**src/hdl/hacpm_pkg.sv**
```systemverilog
// ----------------------------------------------------------------------------
// hacpm_pkg
// Constants, types and trig tables of the hall angle cyclic pulse mixer.
// ----------------------------------------------------------------------------
package hacpm_pkg;

   localparam int SAMPLE_BITS_DEF = 12;
   localparam int CMD_BITS_DEF    = 11;
   localparam int MID_W           = 12;
   localparam int BASE_W          = 16;
   localparam int PHASE_W         = 9;
   localparam int ANGLE_W         = 9;
   localparam int DEG_W           = 7;
   localparam int CSR_ADDR_W      = 2;
   localparam int CSR_DATA_W      = 16;
   localparam int RSP_DATA_W      = 32;
   localparam int SEARCH_STEPS    = 7;

   localparam logic [BASE_W-1:0]  PULSE_BASE_RST = 16'd1000;
   localparam logic [MID_W-1:0]   HALL_MID_RST   = 12'd1250;
   localparam logic [PHASE_W-1:0] PHASE_RST      = 9'd45;
   localparam int                 PULSE_OFFSET   = 500;
   localparam int                 HALF_UNIT      = 327680;
   localparam logic [DEG_W-1:0]   DEG_LAST       = 7'd89;

   localparam logic [ANGLE_W-1:0] DEG_0   = 9'd0;
   localparam logic [ANGLE_W-1:0] DEG_90  = 9'd90;
   localparam logic [ANGLE_W-1:0] DEG_180 = 9'd180;
   localparam logic [ANGLE_W-1:0] DEG_270 = 9'd270;
   localparam logic [ANGLE_W-1:0] DEG_360 = 9'd360;

   typedef enum logic [CSR_ADDR_W-1:0] {
      REG_PULSE_BASE    = 2'd0,
      REG_HALL_MIDPOINT = 2'd1,
      REG_PHASE_OFFSET  = 2'd2
   } csr_index_type;

   // angle decode flags carried alongside the arctangent search
   typedef struct packed {
      logic                special;
      logic [ANGLE_W-1:0]  special_angle;
      logic                a_neg;
      logic                b_neg;
      logic                eq;
   } hacpm_flags_type;

   typedef logic [30:0] sin30_tab_type [0:90];
   typedef logic [14:0] sin15_tab_type [0:90];

   // Taylor term n divided by (2n)(2n+1)
   function automatic longint unsigned taylor_div(input longint unsigned t, input int n);
      case (n)
         1:       return t / 6;
         2:       return t / 20;
         3:       return t / 42;
         4:       return t / 72;
         5:       return t / 110;
         6:       return t / 156;
         7:       return t / 210;
         8:       return t / 272;
         9:       return t / 342;
         default: return t / 420;
      endcase
   endfunction

   // sine in Q1.30 by a truncated Taylor series, worked out at elaboration
   function automatic sin30_tab_type build_sin30();
      sin30_tab_type     tab;
      longint unsigned   x;
      longint unsigned   t;
      longint            sum;
      for (int k = 0; k <= 90; k++) begin
         x   = longint'(k) * 64'd18740330;
         t   = x;
         sum = longint'(x);
         for (int n = 1; n <= 10; n++) begin
            t   = (t * x) >> 30;
            t   = (t * x) >> 30;
            t   = taylor_div(t, n);
            if (n % 2 == 1) sum = sum - longint'(t);
            else            sum = sum + longint'(t);
         end
         if (sum < 0) sum = 0;
         tab[k] = sum[30:0];
      end
      return tab;
   endfunction

   localparam sin30_tab_type SIN30_TAB = build_sin30();

   // Q1.15 rounding of the Q30 table, unit sine capped at 32767
   function automatic sin15_tab_type build_sin15();
      sin15_tab_type tab;
      longint        q;
      for (int k = 0; k <= 90; k++) begin
         q = (longint'(SIN30_TAB[k]) + 16384) >>> 15;
         tab[k] = (q > 32767) ? 15'd32767 : q[14:0];
      end
      return tab;
   endfunction

   localparam sin15_tab_type SIN15_TAB = build_sin15();

   // sine of a whole-degree angle 0..359 by quadrant symmetry
   function automatic logic signed [15:0] sin_deg(input logic [ANGLE_W-1:0] d);
      logic [ANGLE_W-1:0] r;
      logic               neg;
      logic [14:0]        mag;
      if (d < DEG_90) begin
         r = d; neg = 1'b0;
      end else if (d < DEG_180) begin
         r = DEG_180 - d; neg = 1'b0;
      end else if (d < DEG_270) begin
         r = d - DEG_180; neg = 1'b1;
      end else begin
         r = DEG_360 - d; neg = 1'b1;
      end
      mag = SIN15_TAB[r[DEG_W-1:0]];
      return neg ? -signed'({1'b0, mag}) : signed'({1'b0, mag});
   endfunction

endpackage

```
**src/hdl/hacpm_mix.sv**
```systemverilog
// ----------------------------------------------------------------------------
// hacpm_mix
// Four-stage mixer: cyclic products, fraction drop, divide by ten, saturate.
// ----------------------------------------------------------------------------
module hacpm_mix
   import hacpm_pkg::*;
#(
   parameter int CMD_W = CMD_BITS_DEF
) (
   input  logic                     clock,
   input  logic [3:0]               adv,
   input  logic signed [15:0]       src_sin,
   input  logic signed [15:0]       src_cos,
   input  logic [CMD_W-1:0]         src_x,
   input  logic [CMD_W-1:0]         src_y,
   input  logic [CMD_W-1:0]         src_coll,
   input  logic [ANGLE_W-1:0]       src_angle,
   input  logic [BASE_W-1:0]        pulse_base,
   output logic [15:0]              pulse,
   output logic [ANGLE_W-1:0]       angle
);

   localparam int PROD_W = 17 + CMD_W;
   localparam int RW     = PROD_W + 3;
   localparam int VW     = RW - 16;
   localparam int K      = 1 << (VW - 1);
   localparam int OFS    = 10 * K;
   localparam int UW     = VW + 4;
   localparam int QW     = UW - 3;
   localparam int PW     = 18;
   localparam int RES_W  = ((UW > PW) ? UW : PW) + 2;

   // stage A: products and integer part
   logic signed [PROD_W-1:0] sx_ff, cy_ff;
   logic [PW-1:0]            p_a_ff;
   logic                     c0_ff;
   logic [ANGLE_W-1:0]       ang_a_ff;

   always_ff @(posedge clock) begin
      if (adv[0]) begin
         sx_ff    <= src_sin * signed'({1'b0, src_x});
         cy_ff    <= src_cos * signed'({1'b0, src_y});
         p_a_ff   <= PW'(pulse_base) + PW'(PULSE_OFFSET) + PW'(src_coll >> 1);
         c0_ff    <= src_coll[0];
         ang_a_ff <= src_angle;
      end
   end

   // stage B: fraction sum, floor by 65536, offset to positive
   logic signed [RW-1:0] r_sum;
   logic signed [VW-1:0] v_hi;
   logic [UW-1:0]        u_in, u_ff;
   logic [PW-1:0]        p_b_ff;
   logic [ANGLE_W-1:0]   ang_b_ff;

   always_comb begin
      r_sum = (RW'(sx_ff) <<< 1) + (RW'(cy_ff) <<< 1)
            + (c0_ff ? RW'(HALF_UNIT) : RW'(0));
      v_hi  = r_sum[RW-1:16];
      u_in  = UW'(UW'(v_hi) + UW'(OFS));
   end

   always_ff @(posedge clock) begin
      if (adv[1]) begin
         u_ff     <= u_in;
         p_b_ff   <= p_a_ff;
         ang_b_ff <= ang_a_ff;
      end
   end

   // stage C: floor divide by ten through the reciprocal
   logic [63:0]        q_prod;
   logic [QW-1:0]      q_ff;
   logic [PW-1:0]      p_c_ff;
   logic [ANGLE_W-1:0] ang_c_ff;

   assign q_prod = 64'(u_ff) * 64'(32'hCCCC_CCCD);

   always_ff @(posedge clock) begin
      if (adv[2]) begin
         q_ff     <= q_prod[35 +: QW];
         p_c_ff   <= p_b_ff;
         ang_c_ff <= ang_b_ff;
      end
   end

   // stage D: remove offset and saturate
   logic signed [RES_W-1:0] res;
   logic [15:0]             pulse_in, pulse_ff;
   logic [ANGLE_W-1:0]      ang_d_ff;

   always_comb begin
      res = signed'(RES_W'(p_c_ff)) + signed'(RES_W'(q_ff)) - signed'(RES_W'(K));
      if (res < 0)                         pulse_in = 16'd0;
      else if (res > signed'(RES_W'(65535))) pulse_in = 16'hFFFF;
      else                                 pulse_in = res[15:0];
   end

   always_ff @(posedge clock) begin
      if (adv[3]) begin
         pulse_ff <= pulse_in;
         ang_d_ff <= ang_c_ff;
      end
   end

   assign pulse = pulse_ff;
   assign angle = ang_d_ff;

endmodule

```
**config.mk**
```make
export PLATFORM = sky130hd
export DESIGN_NAME = hacpm_mix
export DESIGN_NICKNAME = d
export VERILOG_FILES = /design/src/hdl/hacpm_pkg.sv /design/src/hdl/hacpm_mix.sv
export SDC_FILE = /design/constraint.sdc
export NUM_CORES = 1
export LEC_CHECK = 0
export ABC_AREA = 1
export BUFFER_PORTS_ARGS = -buffer_cell sky130_fd_sc_hd__buf_4
export CAP_MARGIN = 25
export CORE_AREA = 2 2 216 239
export DETAILED_ROUTE_END_ITERATION = 10
export DIE_AREA = 0 0 218 241
export GPL_ROUTABILITY_DRIVEN = 1
export PLACE_DENSITY = 0.78
export SYNTH_ARGS = -nofsm -noshare
export SYNTH_HDL_FRONTEND = slang
export SYNTH_SLANG_ARGS = --single-unit
```
**constraint.sdc**
```tcl
create_clock -name clock -period 10.1 [get_ports clock]
set_input_delay 2.02 -clock clock [delete_from_list [all_inputs] [get_ports clock]]
set_output_delay 2.02 -clock clock [all_outputs]
set_load 0.05 [all_outputs]
```
==> results of run 1 <==
==> cell families after synthesis <==
group,synth area share (%)
simple gates,15.36
buf+inv,12.55
fa+ha+maj,43.56
compound gates,6.303
flops,19.43
xor+xnor,2.804
==> registers in the layout (all words and copies together), names as in the netlist, 16 cells and up <==
name	cells
cy_ff	28
p_a_ff	17
p_b_ff	17
p_c_ff	17
pulse	16
q_ff	16
sx_ff	28
u_ff	16
==> cell type report <==
cell class,instances,area (sq um)
clock buffer,17,425.4
clock inverter,15,240.2
fill,4277,18180
inverter,906,3401
multi-input combinational,2335,20190
sequential,192,5766
tap,660,825.8
timing repair buffer,120,900.9
==> metal layers <==
layer	vias to the layer above	track usage, %	wire length, um	part of all wire (%)
met4	0	12.88	3191	4.7
met2	648	48.82	34830	52
li1	10849	-	-	-
met5	-	0	0	0
met3	188	2.823	2972	4.4
met1	10778	32.31	26610	39
==> synthesized netlist by cell type (all sizes together) (9+ instances only) <==
master  instances  area [sq um]
a31oi          13         81.33
xor2           52         455.4
inv           906          3401
nand3          89         457.9
clkbuf         78         292.8
nand2         775          2934
o21bai         21         157.7
o21ai          93         469.2
nor4            9         68.81
nand4          26         162.7
fa            417          8348
xnor2          43         376.6
edfxtp        192          5766
nor3           27         140.1
ha            366          4579
a21oi         168         844.6
nor2          182         710.7
a21o           22         165.2
==> worst paths after layout <==
| kind | from | to | slack [ns] | cells after the start |
|---|---|---|---|---|
| max | src_y[3] | cy_ff[27] | 3.61 | 21 |
| min | ang_c_ff[7] | angle[7] | 0.42 | 0 |
| max reg2reg | u_ff[4] | q_ff[14] | 4.14 | 19 |
| min reg2reg | ang_c_ff[7] | angle[7] | 0.42 | 0 |
==> worst max-delay path: cells and delay by family <==
family / cells / cell delay [ns]
buf+inv: 7 / 0.62
fa+ha+maj: 6 / 3.07
compound gates: 4 / 0.65
simple gates: 4 / 0.37
==> metrics by stage <==
stage	instance area (sq um)	hold slack, ns
finish	31750	0.4230
global route	31750	0.4294
floorplan	29680	0.4003
global placement	31080	0.4005
detailed placement	31080	0.4045
CTS	31750	0.4235
==> results.toml, run 1 <==
[outcome]
status = "completed"

[setup_path]
crit_chain = "buf_4 > nand2_1 > inv_1 > fa_1 > fa_1 > inv_1 > fa_1 > inv_1 > fa_1 > inv_1 > fa_1 > inv_1 > ha_1 > a21oi_1 > o21ai_0 > a21oi_1 > nand3_1 > a21oi_1 > inv_1 > nand2_1 > nand2_1"
startpoint_type = "input port"
crit_fanout = 16
crit_arrival_ns = 6.72
criticalPathCategory = "in -> reg"
crit_required_ns = 10.33
cpPeakStageDelay_ns = 0.60
crit_slowest_cell = "fa_1"
path_common_cell = "inv_1"
end_kind = "flip-flop"

[synthesis]
synth_seq_cells = 192
syn_inst = 3514
synthFlopType = "edfxtp_1"
synth_edf_count = 192
synth-seq-area-share_pct = 19.43
synth_warnings = 0
syn_nets = 4392
mappedNetlistArea_sq_um = 29680
yosysUniqueCellTypes = 43
synth-async-reset-ratio_pct = 0
syn_area_per_cell_sq_um = 8.446

[placed_design]
placed_cells = 4213
routabilityCongestion = 0.9920
port_buffers = 119
hpwl_mm = 57.73
dp_slack_ns = 3.115

[die]
initial_core_util_pct = 59.44
coreArea_sq_um = 49930
rows = 86
die_w_um = 218
die_h_um = 241
io_pins = 120
die_area_sq_um = 52540

[route]
totalWireLength_mm = 67.60
post_drt_wl_per_cell_um = 15.92
drt-pass1-iter-count = 6
dr_total_vias = 22463
via_per_inst = 5.292
drt_iter0_markers = 1375
drc = 0
ant_nets = 0

[clock_network]
post_cts_buffers = 0
cts_max_level = 4
cts-root-buf = "clkbuf_16"
clock-sinks = 192
cts_resized = 0
clkLatencyLatePin_ns = 0.46
numCtsBuffers = 17
cts_buffer_depth = 2
cts_tree = "done"
clk_pin_slew_ns = 0.08
cts-hold-fix-buffers = 0

[global_route]
grtUsageTotal_pct = 27.02
gr-total-overflow = 0
grt_pass1_wl_mm = 112.7
grt_pass1_vias = 23720
grt_start_max_net_pins = 58
antenna_found_initial = 0

[sta]
setup_viol_count_final = 0
worst_pin_slew_ns = 0.7299
slew_headroom_pct = 51.34
final_hold_viol_count = 0
min_period_ns = 6.495
fmax_mhz = 154.0
fin_crit_sh_pct = 64.31
tns_ns = 0
rsz0062_at_grt = "no"
slew_violations = 0
fin_worst_skew_ns = 0.01717
fin_ws_ns = 3.605

[finish]
layout_common_cells = "inv_1, nand2_1, fa_1, ha_1, edfxtp_1"
final_net_count = 4450
finish.utilization_pct = 63.59
syn_to_final_growth_pct = 6.969
final_common_cell = "inv_1"
diodes = 0
drive_above_1_share_pct = 5.132
stdcell_count = 4245

[hold_path]
hold_class = "reg -> reg"

[run]
cap_viol_max_count = 0
Power of run 1 is left out: the tool's default activity adds up to more than one toggle a clock period on the data nets, which glitch-free logic cannot reach.
==> run 2: changes to the inputs <==
clock period = 6.2 ns   (was 10.1 ns; I/O delays follow)
==> run 2 against run 1 <==
Clock skew fell by 0.0064 ns. Register-to-register slack worse by 3.8 ns. Design area rose by 0.13%. Cell count increased by 0.31%. Global-route usage up 0.19 points. Hold slack got worse by 0.0020 ns. Core utilization increased by 0.083 points. Non-clock buffer count rose by 14. Count of clock-buffer cells in the layout unchanged. Die area unchanged. Worst setup slack lost 3.2 ns. Via count about the same. Critical endpoint is now q_ff[14]. Highest routed layer unchanged.
==> results.toml, run 2 (same netlist as run 1, synthesis figures left out) <==
[sta]
worst_pin_slew_ns = 0.7261
setup_viol_count_final = 0
final_hold_viol_count = 0
rsz0062_at_grt = "no"
slew_headroom_pct = 51.59
fin_crit_sh_pct = 94.25
fin_worst_skew_ns = 0.01078
fmax_mhz = 171.1
tns_ns = 0
min_period_ns = 5.844
slew_violations = 0

[route]
via_per_inst = 5.281
drt-pass1-iter-count = 5
dr_total_vias = 22485
ant_nets = 0
post_drt_wl_per_cell_um = 16.02
drc = 0
drt_iter0_markers = 1466
totalWireLength_mm = 68.21

[placed_design]
routabilityCongestion = 0.9894
port_buffers = 119
hpwl_mm = 58.43

[die]
die_w_um = 218
initial_core_util_pct = 59.44
rows = 86
die_h_um = 241
die_area_sq_um = 52540
io_pins = 120
coreArea_sq_um = 49930

[clock_network]
clkLatencyLatePin_ns = 0.45
clock-sinks = 192
cts_tree = "done"
cts-root-buf = "clkbuf_16"
cts-hold-fix-buffers = 0
numCtsBuffers = 17
post_cts_buffers = 0
clk_pin_slew_ns = 0.07
cts_buffer_depth = 2
cts_max_level = 4
cts_resized = 0

[setup_path]
crit_required_ns = 6.41
crit_arrival_ns = 6.05
crit_fanout = 9
ff2ff_path_depth = 21
r2r-end = "q_ff[14]"
crit_start = "u_ff[5]"
criticalPathCategory = "reg -> reg"
startpoint_type = "flip-flop"
reg2reg_slack_ns = 0.36
reg2reg_from = "u_ff[5]"
end_kind = "flip-flop"

[outcome]
status = "completed"

[finish]
final_common_cell = "inv_1"
drive_above_1_share_pct = 5.420
top_regs = "cy_ff: 28 flops, sx_ff: 28 flops"
diodes = 0
syn_to_final_growth_pct = 7.108
final_net_count = 4464
seq_area_sq_um = 5766
layout_common_cells = "inv_1, nand2_1, fa_1, ha_1, edfxtp_1"
multi_input_area_sq_um = 20190
fill_cells = 4351

[hold_path]
whs_path_depth = 0
holdPathEnd = "angle[4]"
hold_class = "reg -> reg"
min_from = "ang_c_ff[4]"

[global_route]
gr-total-overflow = 0
top_usage_layer = "met2"
grt_pass1_vias = 23499
grt_start_max_net_pins = 57
antenna_found_initial = 0
grt_pass1_wl_mm = 113.6
grt_use_met3_pct = 2.596
grtUsageTotal_pct = 27.21
grt_util_met2_pct = 50.60
grtUsageMet1_pct = 32.43

[run]
cap_viol_max_count = 0
==> run 2: per-stage QoR <==
step	utilization (%)	cell area [sq um]	instances	worst slack, ns	hold WS (ns)
3_5_place_dp	62.46	31190	4227	0.03419	0.4045
5_1_grt	63.67	31790	4258	0.09256	0.4255
4_1_cts	63.67	31790	4258	0.4002	0.4177
6_report	63.67	31790	4258	0.3562	0.4210
3_3_place_gp	62.46	31190	4227	0.1713	0.4003
2_1_floorplan	-	29680	3514	0.2678	0.4003
==> run 2: how the worst max path moves through the flow <==
stage                      endpoint  slack, ns  cells past startpoint
after CTS                  q_ff[14]       0.40                     21
after global routing       q_ff[14]       0.09                     21
after floorplan           cy_ff[25]       0.27                     17
after detailed placement  cy_ff[25]       0.03                     17
after global placement    cy_ff[25]       0.17                     17
final                      q_ff[14]       0.36                     21
==> run 2: routing by layer <==
metal	wire [um]	up-vias
li1	-	10870
met1	26960	10853
met2	35750	604
met3	2787	158
met4	2713	0
met5	0	-
==> run 2: critical path, stage by stage, from the launching register on <==
cell	delay [ns]
edfxtp_1	0.48
ha_1	0.35
inv_1	0.07
fa_1	0.67
inv_1	0.14
fa_1	0.57
fa_1	0.54
fa_1	0.49
inv_1	0.05
fa_1	0.47
inv_1	0.05
ha_1	0.35
nand2_2	0.15
inv_2	0.06
nand2_2	0.14
inv_2	0.11
a21oi_1	0.28
a21oi_1	0.15
nor2_1	0.26
nand2_1	0.08
nand2_1	0.08
nand2_1	0.05
==> run 2: area by class of cell <==
type,instances,share of cell area [%]
Clock buffer,17,1.338
Clock inverter,14,0.5550
Inverter,906,10.70
Multi-Input combinational cell,2335,63.51
Sequential cell,192,18.14
Tap cell,660,2.598
Timing Repair Buffer,134,3.165
Power of run 2 is left out for the same reason.
